==> src/hdl/asf_pkg.sv <==
// ---------------------------------------------------------------------------
// asf_pkg: shared types and constants of the autorange display formatter
// Segment patterns, digit codes, reciprocal constants and the structs that
// travel between the pipeline stages.
// ---------------------------------------------------------------------------
package asf_pkg;

	localparam int MV_W  = 16;
	localparam int N_W   = 11;
	localparam int SEG_W = 7;

	typedef logic [SEG_W-1:0] seg_t;
	typedef logic [1:0]       digit_idx_t;

	// segment pins are active low, all ones is a dark digit
	localparam seg_t SEG_BLANK = 7'h7F;

	// serializer word order
	localparam digit_idx_t DIG_HUND  = 2'd0;
	localparam digit_idx_t DIG_TENS  = 2'd1;
	localparam digit_idx_t DIG_UNITS = 2'd2;

	// digit position codes on the bus
	localparam logic [1:0] POS_HUND  = 2'd1;
	localparam logic [1:0] POS_TENS  = 2'd2;
	localparam logic [1:0] POS_UNITS = 2'd3;

	// range thresholds on the undoubled reading (v = 2 * mv)
	localparam logic [MV_W-1:0] MV_LOW_LIMIT = 16'd500;
	localparam logic [MV_W-1:0] MV_MID_LIMIT = 16'd5000;

	// reciprocals: mv/5 exact for mv < 16384, mv/50 exact for all 16-bit mv
	localparam logic [13:0] RCP_DIV5  = 14'd13108;
	localparam logic [16:0] RCP_DIV50 = 17'd83887;
	// n/100 exact for n < 4681, rest/10 exact for rest < 1024
	localparam logic [10:0] RCP_DIV100 = 11'd1311;
	localparam logic [7:0]  RCP_DIV10  = 8'd205;

	typedef struct packed {
		logic           point1;
		logic           point2;
		logic [N_W-1:0] n;
	} scaled_t;

	typedef struct packed {
		logic       point1;
		logic       point2;
		logic [3:0] hund;
		logic [6:0] rest;
	} split_t;

	typedef struct packed {
		logic       overflow;
		logic       point_level;
		logic [1:0] digit_position;
		seg_t       segment_levels;
	} result_t;

	// active-low pattern for one decimal digit
	function automatic seg_t seg_of(input logic [3:0] d);
		seg_t s;
		begin
			unique case (d)
				4'd0: s = 7'h08;
				4'd1: s = 7'h5B;
				4'd2: s = 7'h14;
				4'd3: s = 7'h11;
				4'd4: s = 7'h43;
				4'd5: s = 7'h21;
				4'd6: s = 7'h20;
				4'd7: s = 7'h1B;
				4'd8: s = 7'h00;
				4'd9: s = 7'h03;
				default: s = SEG_BLANK;
			endcase
			return s;
		end
	endfunction

endpackage

==> src/hdl/asf_scale.sv <==
// ---------------------------------------------------------------------------
// asf_scale: input register and range scaling
// Registers the reading, picks the range and scales the doubled reading to
// at most four decimal digits with reciprocal multiplies.
// ---------------------------------------------------------------------------
module asf_scale
	import asf_pkg::*;
(
	input  logic            clk,
	input  logic            arst_n,
	input  logic            in_valid,
	output logic            in_ready,
	input  logic [MV_W-1:0] in_mv,
	output logic            out_valid,
	input  logic            out_ready,
	output scaled_t         out_data
);

	logic            valid_s1;
	logic [MV_W-1:0] mv_s1;
	logic            valid_s2;
	scaled_t         scaled_s2;

	logic            adv_s1;
	logic            adv_s2;
	logic [29:0]     prod_div5;
	logic [32:0]     prod_div50;
	logic [MV_W:0]   v_dbl;
	scaled_t         scaled_d;

	// stage advance
	assign adv_s2   = !valid_s2 || out_ready;
	assign adv_s1   = !valid_s1 || adv_s2;
	assign in_ready = adv_s1;

	// range pick: v/10 = mv/5, v/100 = mv/50
	always_comb begin
		v_dbl      = {mv_s1, 1'b0};
		prod_div5  = 30'(mv_s1 * RCP_DIV5);
		prod_div50 = 33'(mv_s1 * RCP_DIV50);
		scaled_d   = '{point1: 1'b1, point2: 1'b1, n: v_dbl[N_W-1:0]};
		if (mv_s1 >= MV_MID_LIMIT) begin
			scaled_d.point2 = 1'b0;
			scaled_d.n      = prod_div50[32:22];
		end else if (mv_s1 >= MV_LOW_LIMIT) begin
			scaled_d.point1 = 1'b0;
			scaled_d.n      = prod_div5[26:16];
		end
	end

	// control registers
	always_ff @(posedge clk or negedge arst_n) begin
		if (!arst_n) begin
			valid_s1 <= 1'b0;
			valid_s2 <= 1'b0;
		end else begin
			if (adv_s1) begin
				valid_s1 <= in_valid;
			end
			if (adv_s2) begin
				valid_s2 <= valid_s1;
			end
		end
	end

	// payload registers
	always_ff @(posedge clk) begin
		if (in_valid && adv_s1) begin
			mv_s1 <= in_mv;
		end
		if (valid_s1 && adv_s2) begin
			scaled_s2 <= scaled_d;
		end
	end

	assign out_valid = valid_s2;
	assign out_data  = scaled_s2;

endmodule

==> src/hdl/asf_split.sv <==
// ---------------------------------------------------------------------------
// asf_split: hundreds split
// Takes the scaled value apart into the hundreds value and the remainder
// below one hundred.
// ---------------------------------------------------------------------------
module asf_split
	import asf_pkg::*;
(
	input  logic    clk,
	input  logic    arst_n,
	input  logic    in_valid,
	output logic    in_ready,
	input  scaled_t in_data,
	output logic    out_valid,
	input  logic    out_ready,
	output split_t  out_data
);

	logic        valid_s3;
	split_t      split_s3;
	logic        adv_s3;
	logic [21:0] prod_div100;
	logic [3:0]  hund_d;
	logic [N_W-1:0] hund_x100;
	logic [N_W-1:0] rest_wide;

	assign adv_s3   = !valid_s3 || out_ready;
	assign in_ready = adv_s3;

	// hundreds by reciprocal, remainder by shift-add and subtract
	always_comb begin
		prod_div100 = 22'(in_data.n * RCP_DIV100);
		hund_d      = prod_div100[20:17];
		hund_x100   = {1'b0, hund_d, 6'b0} + {2'b0, hund_d, 5'b0} + {5'b0, hund_d, 2'b0};
		rest_wide   = in_data.n - hund_x100;
	end

	always_ff @(posedge clk or negedge arst_n) begin
		if (!arst_n) begin
			valid_s3 <= 1'b0;
		end else if (adv_s3) begin
			valid_s3 <= in_valid;
		end
	end

	always_ff @(posedge clk) begin
		if (in_valid && adv_s3) begin
			split_s3 <= '{point1: in_data.point1, point2: in_data.point2,
				hund: hund_d, rest: rest_wide[6:0]};
		end
	end

	assign out_valid = valid_s3;
	assign out_data  = split_s3;

endmodule

==> src/hdl/asf_digits.sv <==
// ---------------------------------------------------------------------------
// asf_digits: digit patterns and word serializer
// Splits the remainder into tens and units, looks up the three patterns,
// holds them in the result register and sends them as three words.
// ---------------------------------------------------------------------------
module asf_digits
	import asf_pkg::*;
(
	input  logic    clk,
	input  logic    arst_n,
	input  logic    in_valid,
	output logic    in_ready,
	input  split_t  in_data,
	output logic    out_valid,
	input  logic    out_ready,
	output result_t out_data,
	output logic    out_last
);

	logic       valid_q;
	digit_idx_t cnt_q;
	seg_t       held_q;
	seg_t       seg0_q;
	seg_t       seg1_q;
	seg_t       seg2_q;
	logic       point1_q;
	logic       point2_q;
	logic       ovf_q;

	logic        take;
	logic        last_take;
	logic        load;
	logic [14:0] prod_div10;
	logic [3:0]  tens_d;
	logic [6:0]  tens_x10;
	logic [6:0]  units_wide;
	seg_t        seg0_d;
	seg_t        seg2_d;
	logic        ovf_d;

	assign take      = valid_q && out_ready;
	assign last_take = take && (cnt_q == DIG_UNITS);
	assign in_ready  = !valid_q || last_take;
	assign load      = in_valid && in_ready;

	// tens and units, overflowed hundreds repeats the held pattern
	always_comb begin
		prod_div10 = 15'(in_data.rest * RCP_DIV10);
		tens_d     = prod_div10[14:11];
		tens_x10   = {tens_d, 3'b0} + {2'b0, tens_d, 1'b0};
		units_wide = in_data.rest - tens_x10;
		ovf_d      = (in_data.hund > 4'd9);
		seg0_d     = ovf_d ? held_q : seg_of(in_data.hund);
		seg2_d     = seg_of(units_wide[3:0]);
	end

	// result register control and serializer count
	always_ff @(posedge clk or negedge arst_n) begin
		if (!arst_n) begin
			valid_q <= 1'b0;
			cnt_q   <= DIG_HUND;
			held_q  <= SEG_BLANK;
		end else if (load) begin
			valid_q <= 1'b1;
			cnt_q   <= DIG_HUND;
			held_q  <= seg2_d;
		end else if (last_take) begin
			valid_q <= 1'b0;
		end else if (take) begin
			cnt_q <= cnt_q + 2'd1;
		end
	end

	always_ff @(posedge clk) begin
		if (load) begin
			seg0_q   <= seg0_d;
			seg1_q   <= seg_of(tens_d);
			seg2_q   <= seg2_d;
			point1_q <= in_data.point1;
			point2_q <= in_data.point2;
			ovf_q    <= ovf_d;
		end
	end

	// word select
	always_comb begin
		out_data = '{overflow: 1'b0, point_level: 1'b1, digit_position: POS_UNITS,
			segment_levels: SEG_BLANK};
		out_last = 1'b0;
		unique case (cnt_q)
			DIG_HUND: begin
				out_data.segment_levels = seg0_q;
				out_data.digit_position = POS_HUND;
				out_data.point_level    = point1_q;
				out_data.overflow       = ovf_q;
			end
			DIG_TENS: begin
				out_data.segment_levels = seg1_q;
				out_data.digit_position = POS_TENS;
				out_data.point_level    = point2_q;
			end
			DIG_UNITS: begin
				out_data.segment_levels = seg2_q;
				out_data.digit_position = POS_UNITS;
				out_last                = 1'b1;
			end
			default: begin
				out_data.segment_levels = SEG_BLANK;
			end
		endcase
	end

	assign out_valid = valid_q;

`ifndef SYNTHESIS
	a_ovf_on_hund: assert property (@(posedge clk) disable iff (!arst_n)
		valid_q && out_data.overflow |-> out_data.digit_position == POS_HUND)
		else $error("overflow on a word other than hundreds");
	a_last_on_units: assert property (@(posedge clk) disable iff (!arst_n)
		valid_q |-> out_last == (out_data.digit_position == POS_UNITS))
		else $error("last word flag out of step with digit position");
	a_stall_holds: assert property (@(posedge clk) disable iff (!arst_n)
		valid_q && !out_ready |=> valid_q && $stable(cnt_q))
		else $error("serializer moved while stalled");
	a_held_tracks_units: assert property (@(posedge clk) disable iff (!arst_n)
		load |=> held_q == seg2_q)
		else $error("held pattern differs from units pattern");
`endif

endmodule

==> src/hdl/autorange_seven_segment_formatter_top.sv <==
// ---------------------------------------------------------------------------
// autorange_seven_segment_formatter_top: three-digit autorange display words
// Turns a millivolt reading into three seven-segment words with range point.
// ---------------------------------------------------------------------------
// usage
//   s_* carries one reading per word: s_tdata[15:0] is millivolts.
//   m_* carries three words per reading: hundreds, tens, units, with tlast
//   high on the units word. each word holds the active-low segment levels,
//   the digit position (1..3), the active-low point and an overflow flag.
//   the point sits on digit 1 for 1000 <= 2*mv < 10000 and on digit 2
//   above that; an overflowed hundreds word repeats the last pattern driven.
// path: an accepted reading passes the input register, the scaling stage and
//   the hundreds split into the result register, which shows the hundreds word.
// words: the result register sends its three words one per cycle while
//   m_tready is high and loads the next reading as the units word is taken;
//   the stages in front keep taking readings while the result register drains.
// reset: arst_n clears every stage and sets the held pattern to all off.
// stall: with m_tready low the current word holds and the stages fill up;
//   s_tready drops once all three front stages hold a reading.
// ---------------------------------------------------------------------------
module autorange_seven_segment_formatter_top
	import asf_pkg::*;
(
	input  logic        clk,
	input  logic        arst_n,
	input  logic        s_tvalid,
	output logic        s_tready,
	input  logic [15:0] s_tdata,  // [15:0] millivolts
	output logic        m_tvalid,
	input  logic        m_tready,
	// [6:0] segment_levels, [8:7] digit_position, [9] point_level, [10] overflow
	output logic [15:0] m_tdata,
	output logic        m_tlast   // last_digit
);

	logic    scale_valid;
	logic    scale_ready;
	scaled_t scale_data;
	logic    split_valid;
	logic    split_ready;
	split_t  split_data;
	result_t result;

	// range pick and scaling
	asf_scale u_scale (
		.clk       (clk),
		.arst_n    (arst_n),
		.in_valid  (s_tvalid),
		.in_ready  (s_tready),
		.in_mv     (s_tdata[MV_W-1:0]),
		.out_valid (scale_valid),
		.out_ready (scale_ready),
		.out_data  (scale_data)
	);

	// hundreds and remainder
	asf_split u_split (
		.clk       (clk),
		.arst_n    (arst_n),
		.in_valid  (scale_valid),
		.in_ready  (scale_ready),
		.in_data   (scale_data),
		.out_valid (split_valid),
		.out_ready (split_ready),
		.out_data  (split_data)
	);

	// patterns and word serializer
	asf_digits u_digits (
		.clk       (clk),
		.arst_n    (arst_n),
		.in_valid  (split_valid),
		.in_ready  (split_ready),
		.in_data   (split_data),
		.out_valid (m_tvalid),
		.out_ready (m_tready),
		.out_data  (result),
		.out_last  (m_tlast)
	);

	assign m_tdata = {5'b0, result};

endmodule

==> config.mk <==
export PLATFORM = sky130hd
export DESIGN_NAME = autorange_seven_segment_formatter_top
export DESIGN_NICKNAME = d
export VERILOG_FILES = /design/src/hdl/asf_pkg.sv /design/src/hdl/asf_scale.sv /design/src/hdl/asf_split.sv /design/src/hdl/asf_digits.sv /design/src/hdl/autorange_seven_segment_formatter_top.sv
export SDC_FILE = /design/constraint.sdc
export NUM_CORES = 1
export LEC_CHECK = 0
export BUFFER_PORTS_ARGS = -buffer_cell sky130_fd_sc_hd__buf_4
export CELL_PAD_IN_SITES_DETAIL_PLACEMENT = 0
export CELL_PAD_IN_SITES_GLOBAL_PLACEMENT = 1
export CORE_ASPECT_RATIO = 0.6
export CORE_UTILIZATION = 46
export CTS_BUF_LIST = sky130_fd_sc_hd__clkbuf_4
export DETAILED_ROUTE_END_ITERATION = 12
export HOLD_SLACK_MARGIN = 0.12
export PLACE_DENSITY = 0.8
export SETUP_SLACK_MARGIN = 0.1
export SLEW_MARGIN = 20
export SYNTH_ARGS = -nofsm -noshare
export SYNTH_HDL_FRONTEND = slang
export SYNTH_SLANG_ARGS = --single-unit
==> constraint.sdc <==
create_clock -name clk -period 12 [get_ports clk]
set_input_delay 1.2 -clock clk [delete_from_list [all_inputs] [get_ports clk]]
set_output_delay 1.2 -clock clk [all_outputs]
set_load 0.02 [all_outputs]
=== Yosys cells after proc, flatten, opt, wreduce, memory -nomap -nowiden ===
Memories as Yosys holds them, arrays and structs flattened. A register that Yosys moved wholly into a read port is not among the register bits.
Index checks and enable logic that the tools add are counted.

* Bits in latches: 0
* Register bits: 72
* Logic and storage cells: 72
* Bits in read-only memories: 336
* Memory bits (writable): 0
* Output and inout port bits: 19
* Memories: 3

* Bitwise operators: 0
* Reduce and logical (&&, ||, !) cells: 18
* Eq/ne operators: 3
* Divide/modulo/power cells: 0
* Shift operators: 0
* $add $sub $neg: 6
* Order comparisons: 3
* Muxes and demuxes: 16
* Multiply operators: 4

{| class="wikitable"
|+ Memories
! memory !! depth !! width !! rd ports !! clocked after Yosys merged registers in !! wr ports !! RTL line !! text
|-
| (no name shown) || 16 || 7 || 1 || 1 || 0 || asf_pkg.sv:63 || <nowiki>unique case (d)</nowiki>
|-
| (no name shown) || 16 || 7 || 1 || 1 || 0 || asf_pkg.sv:63 ||
|-
| (no name shown) || 16 || 7 || 1 || 0 || 0 || asf_pkg.sv:63 ||
|}

{| class="wikitable"
|+ Operators by type and width
! cell !! number
|-
| 16-bit by 17-bit multiplier with 33-bit output (second input constant) || 1
|-
| 16-bit by 12-bit multiplier with 25-bit output (second input constant) || 1
|-
| 11-bit 2-to-1 mux || 2
|-
| 11-bit by 11-bit multiplier with 21-bit output (second input constant) || 1
|-
| 7-bit one-hot mux with 3 select lines || 1
|-
| 16-bit by 13-bit greater-or-equal comparator with 1-bit output (second input constant) || 1
|-
| 16-bit by 9-bit greater-or-equal comparator with 1-bit output (second input constant) || 1
|-
| 7-bit by 8-bit multiplier with 15-bit output (second input constant) || 1
|-
| 7-bit by 6-bit adder with 7-bit output || 1
|-
| 7-bit adder || 1
|-
| 7-bit 2-to-1 mux || 1
|-
| 7-bit subtractor || 1
|-
| 1-bit logical AND || 6
|-
| 1-bit 2-to-1 mux || 6
|-
| 2-bit 2-to-1 mux || 3
|-
| 4-bit adder || 1
|-
| 4-bit > comparator (second input constant) || 1
|-
| 1-bit zero test || 4
|-
| 1-bit logical OR || 4
|-
| 4-bit 2-to-1 mux || 1
|-
| 2-bit one-hot mux with 2 select lines || 1
|-
| 2-bit nonzero test || 2
|-
| 4-bit subtractor || 1
|-
| 2-bit by 1-bit adder with 2-bit output (second input constant) || 1
|-
| 6 further kinds || 6
|}

=== Longest topological paths before layout ===
* Depth after elaboration: 7
* Mapped depth: 28
* Mapped depth without buffers: 28

=== Hierarchy ===
Synthesis repeated with hierarchy kept, for this count alone.

* Cells, all modules: 1,476
* Area total of the unflattened synthesis: 15,232.1 µm²

{| class="wikitable"
|+ By module, submodules not included
! module !! area an instance (µm²) !! instances !! cells each
|-
| asf_scale || 9,087.5 || 1 || 878
|-
| asf_digits || 3,071.7 || 1 || 301
|-
| asf_split || 3,031.7 || 1 || 291
|-
| autorange_seven_segment_formatter_top || 41.3 || 1 || 6
|}

=== Worst setup path after synthesis ===
OpenSTA, ideal clock, no wires.

* Kind: flip-flop to flip-flop
* Start point: register u_scale.scaled_s2, in the netlist u_scale.out_data[8]
* End point: register u_split.split_s3, in the netlist u_split.out_data[6], data pin
* Cell stages (with the launch flop): 26
* Arrival: 5,793 ps
* Buffers on the path: 0
* Path slack: 5,941 ps
* Data required time: 11,734 ps
* Cells stage by stage: edfxtp_1 > fa_1 > ha_1 > inv_1 > fa_1 > inv_1 > fa_1 > inv_1 > fa_1 > inv_1 > ha_1 > and4_1 > a211oi_1 > a211oi_1 > o21a_1 > nor2_1 > xor2_1 > ha_1 > ha_1 > inv_1 > ha_1 > o21a_1 > nor2_1 > xnor2_1 > xnor2_1 > xnor2_1

* Elaborated cells on any way between the ends: 4

{| class="wikitable"
|+ RTL lines
! what !! RTL line !! text
|-
| start: declaration || asf_scale.sv:22 || <nowiki>scaled_t scaled_s2;</nowiki>
|-
| start signal: assignment || asf_scale.sv:72 || <nowiki>scaled_s2 <= scaled_d;</nowiki>
|-
| 11-bit by 11-bit multiplier with 21-bit output || asf_split.sv:32 || <nowiki>prod_div100 = 22'(in_data.n * RCP_DIV100);</nowiki>
|-
| via u_split.prod_div100[20] || asf_split.sv:22 || <nowiki>logic [21:0] prod_div100;</nowiki>
|-
| 7-bit by 6-bit adder with 7-bit output || asf_split.sv:34 || <nowiki>hund_x100 = {1'b0, hund_d, 6'b0} + {2'b0, hund_d, 5'b0} + {5'b0, hund_d, 2'b0};</nowiki>
|-
| 7-bit subtractor || asf_split.sv:35 || <nowiki>rest_wide = in_data.n - hund_x100;</nowiki>
|-
| via u_split.rest_wide[6] || asf_split.sv:25 || <nowiki>logic [N_W-1:0] rest_wide;</nowiki>
|-
| end signal: assignment || asf_split.sv:48 || <nowiki>split_s3 <= '{point1: in_data.point1, point2: in_data.point2,</nowiki>
|-
| end: declaration || asf_split.sv:20 || <nowiki>split_t split_s3;</nowiki>
|}

The timed path passes the listed nets, and every way through them passes these cells.
A chain may end at the register's enable or synchronous reset.

==> results.py <==
metrics = {
    "drt": {
        "highest_layer": "met5",
        "ant_nets": 0,
        "routed-via-count": 9877,
        "wl_met2_mm": 12.5,
        "dr.pass1.iters": 5,
        "postRouteWirelength_mm": 34.6,
        "drt_iter0_drc": 668,
        "met1_length_mm": 18.5,
        "wl_per_cell_um": 18.0,
        "drc_errors": 0,
        "wl_met3_mm": 3.40,
        "routed_via_density": 5.13,
    },
    "clock_tree": {
        "cts_hold_buf": 0,
        "cts_setup_buffers": 0,
        "cts_tree": "built",
        "clock_latency_ps": 510,
        "numClockSinks": 86,
        "clkSlewWorstSetupHoldPaths_ps": 160,
        "root_buffer": "clkbuf_4",
        "htreeDepth": 3,
        "cts_buffers": 9,
        "clk_path_buf_depth": 2,
        "ctsResizeCount": 0,
    },
    "sta": {
        "slew_violations": 0,
        "hold_violations": 0,
        "setup_tns_ps": 0,
        "fmax_mhz": 141,
        "min_period_ps": 7100,
        "rsz0062_at_grt": "false",
        "min_period_over_period": 0.592,
        "tightestPinTransition_ps": 1060,
        "max_slew_margin": 0.290,
        "finClkSkew_ps": 30.6,
        "hold-worst-slack_ps": 444,
        "setup_violations": 0,
    },
    "setup_path": {
        "start_kind": "flip-flop",
        "critPathCaptureType": "flip-flop",
        "cp.required_ps": 12230,
        "path_class": "reg -> reg",
        "cp_max_fo": 10,
        "cp.arrival_ps": 7330,
    },
    "logic_synthesis": {
        "synth-seq-cells": 86,
        "synth_edf_count": 66,
        "yosys_warnings": 0,
        "synth_ff_type": "edfxtp_1",
        "synth_cell_type_count": 68,
        "synth_largest_area_cell": "ha_1",
        "synthCells": 1454,
        "avgSynthCellArea_um2": 10.4,
        "synth_area_mm2": 0.0151,
        "ys_async_sr_fraction": 0.151,
        "synth_top_area_frac": 0.300,
        "synth_area_leaders": "ha_1 30%, fa_1 26%, edfxtp_1 13%, inv_1 10%, xnor2_1 2.0%",
        "synth-seq-area-share": 0.162,
    },
    "floorplanning": {
        "core_mm2": 0.0324,
        "dieWidth_um": 236,
        "ioPinCount": 39,
        "dieArea_mm2": 0.0337,
        "die_height_um": 143,
        "start_util": 0.467,
        "rows": 51,
    },
    "place": {
        "dpl.hpwl_mm": 30.2,
        "routabilityCongestion": 0.955,
        "dpl-instance-area_mm2": 0.0159,
        "io_buffers": 33,
    },
    "finish": {
        "finalNetCount": 2074,
        "area_growth_pct": 6.00,
        "fin_util": 0.495,
        "layout-drive-gt1-share": 0.0628,
        "mostFrequentLayoutCell": "inv_1",
        "final_cell_area_mm2": 0.0160,
        "final_cell_mix": "405 x inv_1, 363 x ha_1, 199 x fa_1",
    },
    "worst_hold_path": {
        "min_path_type": "reg -> reg",
    },
    "grt": {
        "grt_max_degree": 32,
        "first_global_vias": 9758,
        "globalRouteOverflowTotal": 0,
        "antenna_found_initial": 4,
        "track_usage": 0.218,
        "grt_pass1_wl_mm": 55.4,
    },
    "run_status": {
        "outcome": "complete, no violations",
    },
    "flow_run": {
        "drv_cap": 0,
    },
}
-- worst max-delay path, cell delays in order, from the launching register on --
cell and delay (ps):
edfxtp_1 680, inv_1 190, ha_1 410, fa_1 580
inv_1 60, fa_1 520, inv_1 50, fa_1 470
fa_1 550, inv_1 50, fa_1 530, inv_1 40
ha_1 290, a2111oi_0 490, o21ai_0 160, nor3_1 620
o211ai_1 330, a31o_2 330, a21oi_1 200, xor2_1 180
o22ai_1 100
-- registers in the layout, summed over array words and instances, names as in the netlist, 2 cells and up, named ones only --
signal	flops
u_digits.seg0_q	7
u_scale.mv_s1	16
u_digits.cnt_q	2
u_scale.out_data	13
u_digits.held_q	7
u_digits.seg1_q	7
u_digits.seg2_q	7
u_split.out_data	13
-- area by class of cell --
cell class,count,area (um^2)
Fill cell,2954,16400
Inverter,406,1520
Multi-Input combinational cell,953,11100
Timing Repair Buffer,36,270
Clock inverter,7,77.6
Antenna cell,4,10.0
Clock buffer,9,67.6
Sequential cell,86,2460
Tap cell,424,531
-- logic make-up (layout without fill, tap and decap cells) --
group,count (synthesis),count (layout),share of synthesized area
buffers and inverters,419,458,0.106
muxes,31,31,0.0217
adders and majority gates,562,562,0.563
xor gates and xnor gates,46,46,0.0276
other,1,9,0.000248
DFF,86,86,0.162
and+or+nand+nor,144,144,0.0489
AOI/OAI and AO/OA,165,165,0.0702
-- synth_stat cells (all sizes together) (8+ instances only) --
cell,number
inv,405
a22oi,8
nand2,42
o221ai,8
xnor2,36
a21oi,51
nor3,11
nor2,24
mux2i,17
xor2,10
edfxtp,66
a211oi,8
o21ai,36
mux2,14
fa,199
ha,363
nand3,16
-- routing by layer --
metal | global-route usage | up-vias
met5 | 0 | -
met4 | 0.0273 | 2
met3 | 0.0681 | 13
met2 | 0.279 | 292
met1 | 0.352 | 4795
li1 | - | 4775
-- path summary, 6_finish.rpt --
path | from | endpoint | slack (ps) | cells past startpoint
worst min-delay path | u_scale.out_data[12]$_SDFFCE_PN1P_ | u_split.out_data[12]$_DFFE_PP_ | 440 | 0
min in group asynchronous | arst_n | u_digits.cnt_q[1]$_DFFE_PN0P_ | 520 | 1
max in group asynchronous | arst_n | u_digits.held_q[1]$_DFFE_PN1P_ | 11240 | 1
worst max register to register | u_scale.mv_s1[5]$_DFFE_PP_ | u_scale.out_data[6]$_DFFE_PP_ | 4900 | 20
worst min register to register | u_scale.out_data[12]$_SDFFCE_PN1P_ | u_split.out_data[12]$_DFFE_PP_ | 440 | 0
worst max-delay path | u_scale.mv_s1[5]$_DFFE_PP_ | u_scale.out_data[6]$_DFFE_PP_ | 4900 | 20
-- metrics by stage --
stage / cells / setup WS, ps
after floorplan: 1458 / 5940
after global placement: 1905 / 5190
after detailed placement: 1905 / 5010
after CTS: 1921 / 4920
after global routing: 1925 / 4570
final: 1925 / 4900
Power is left out: the tool's default activity adds up to more than one toggle a clock period on the data nets, which glitch-free logic cannot reach.
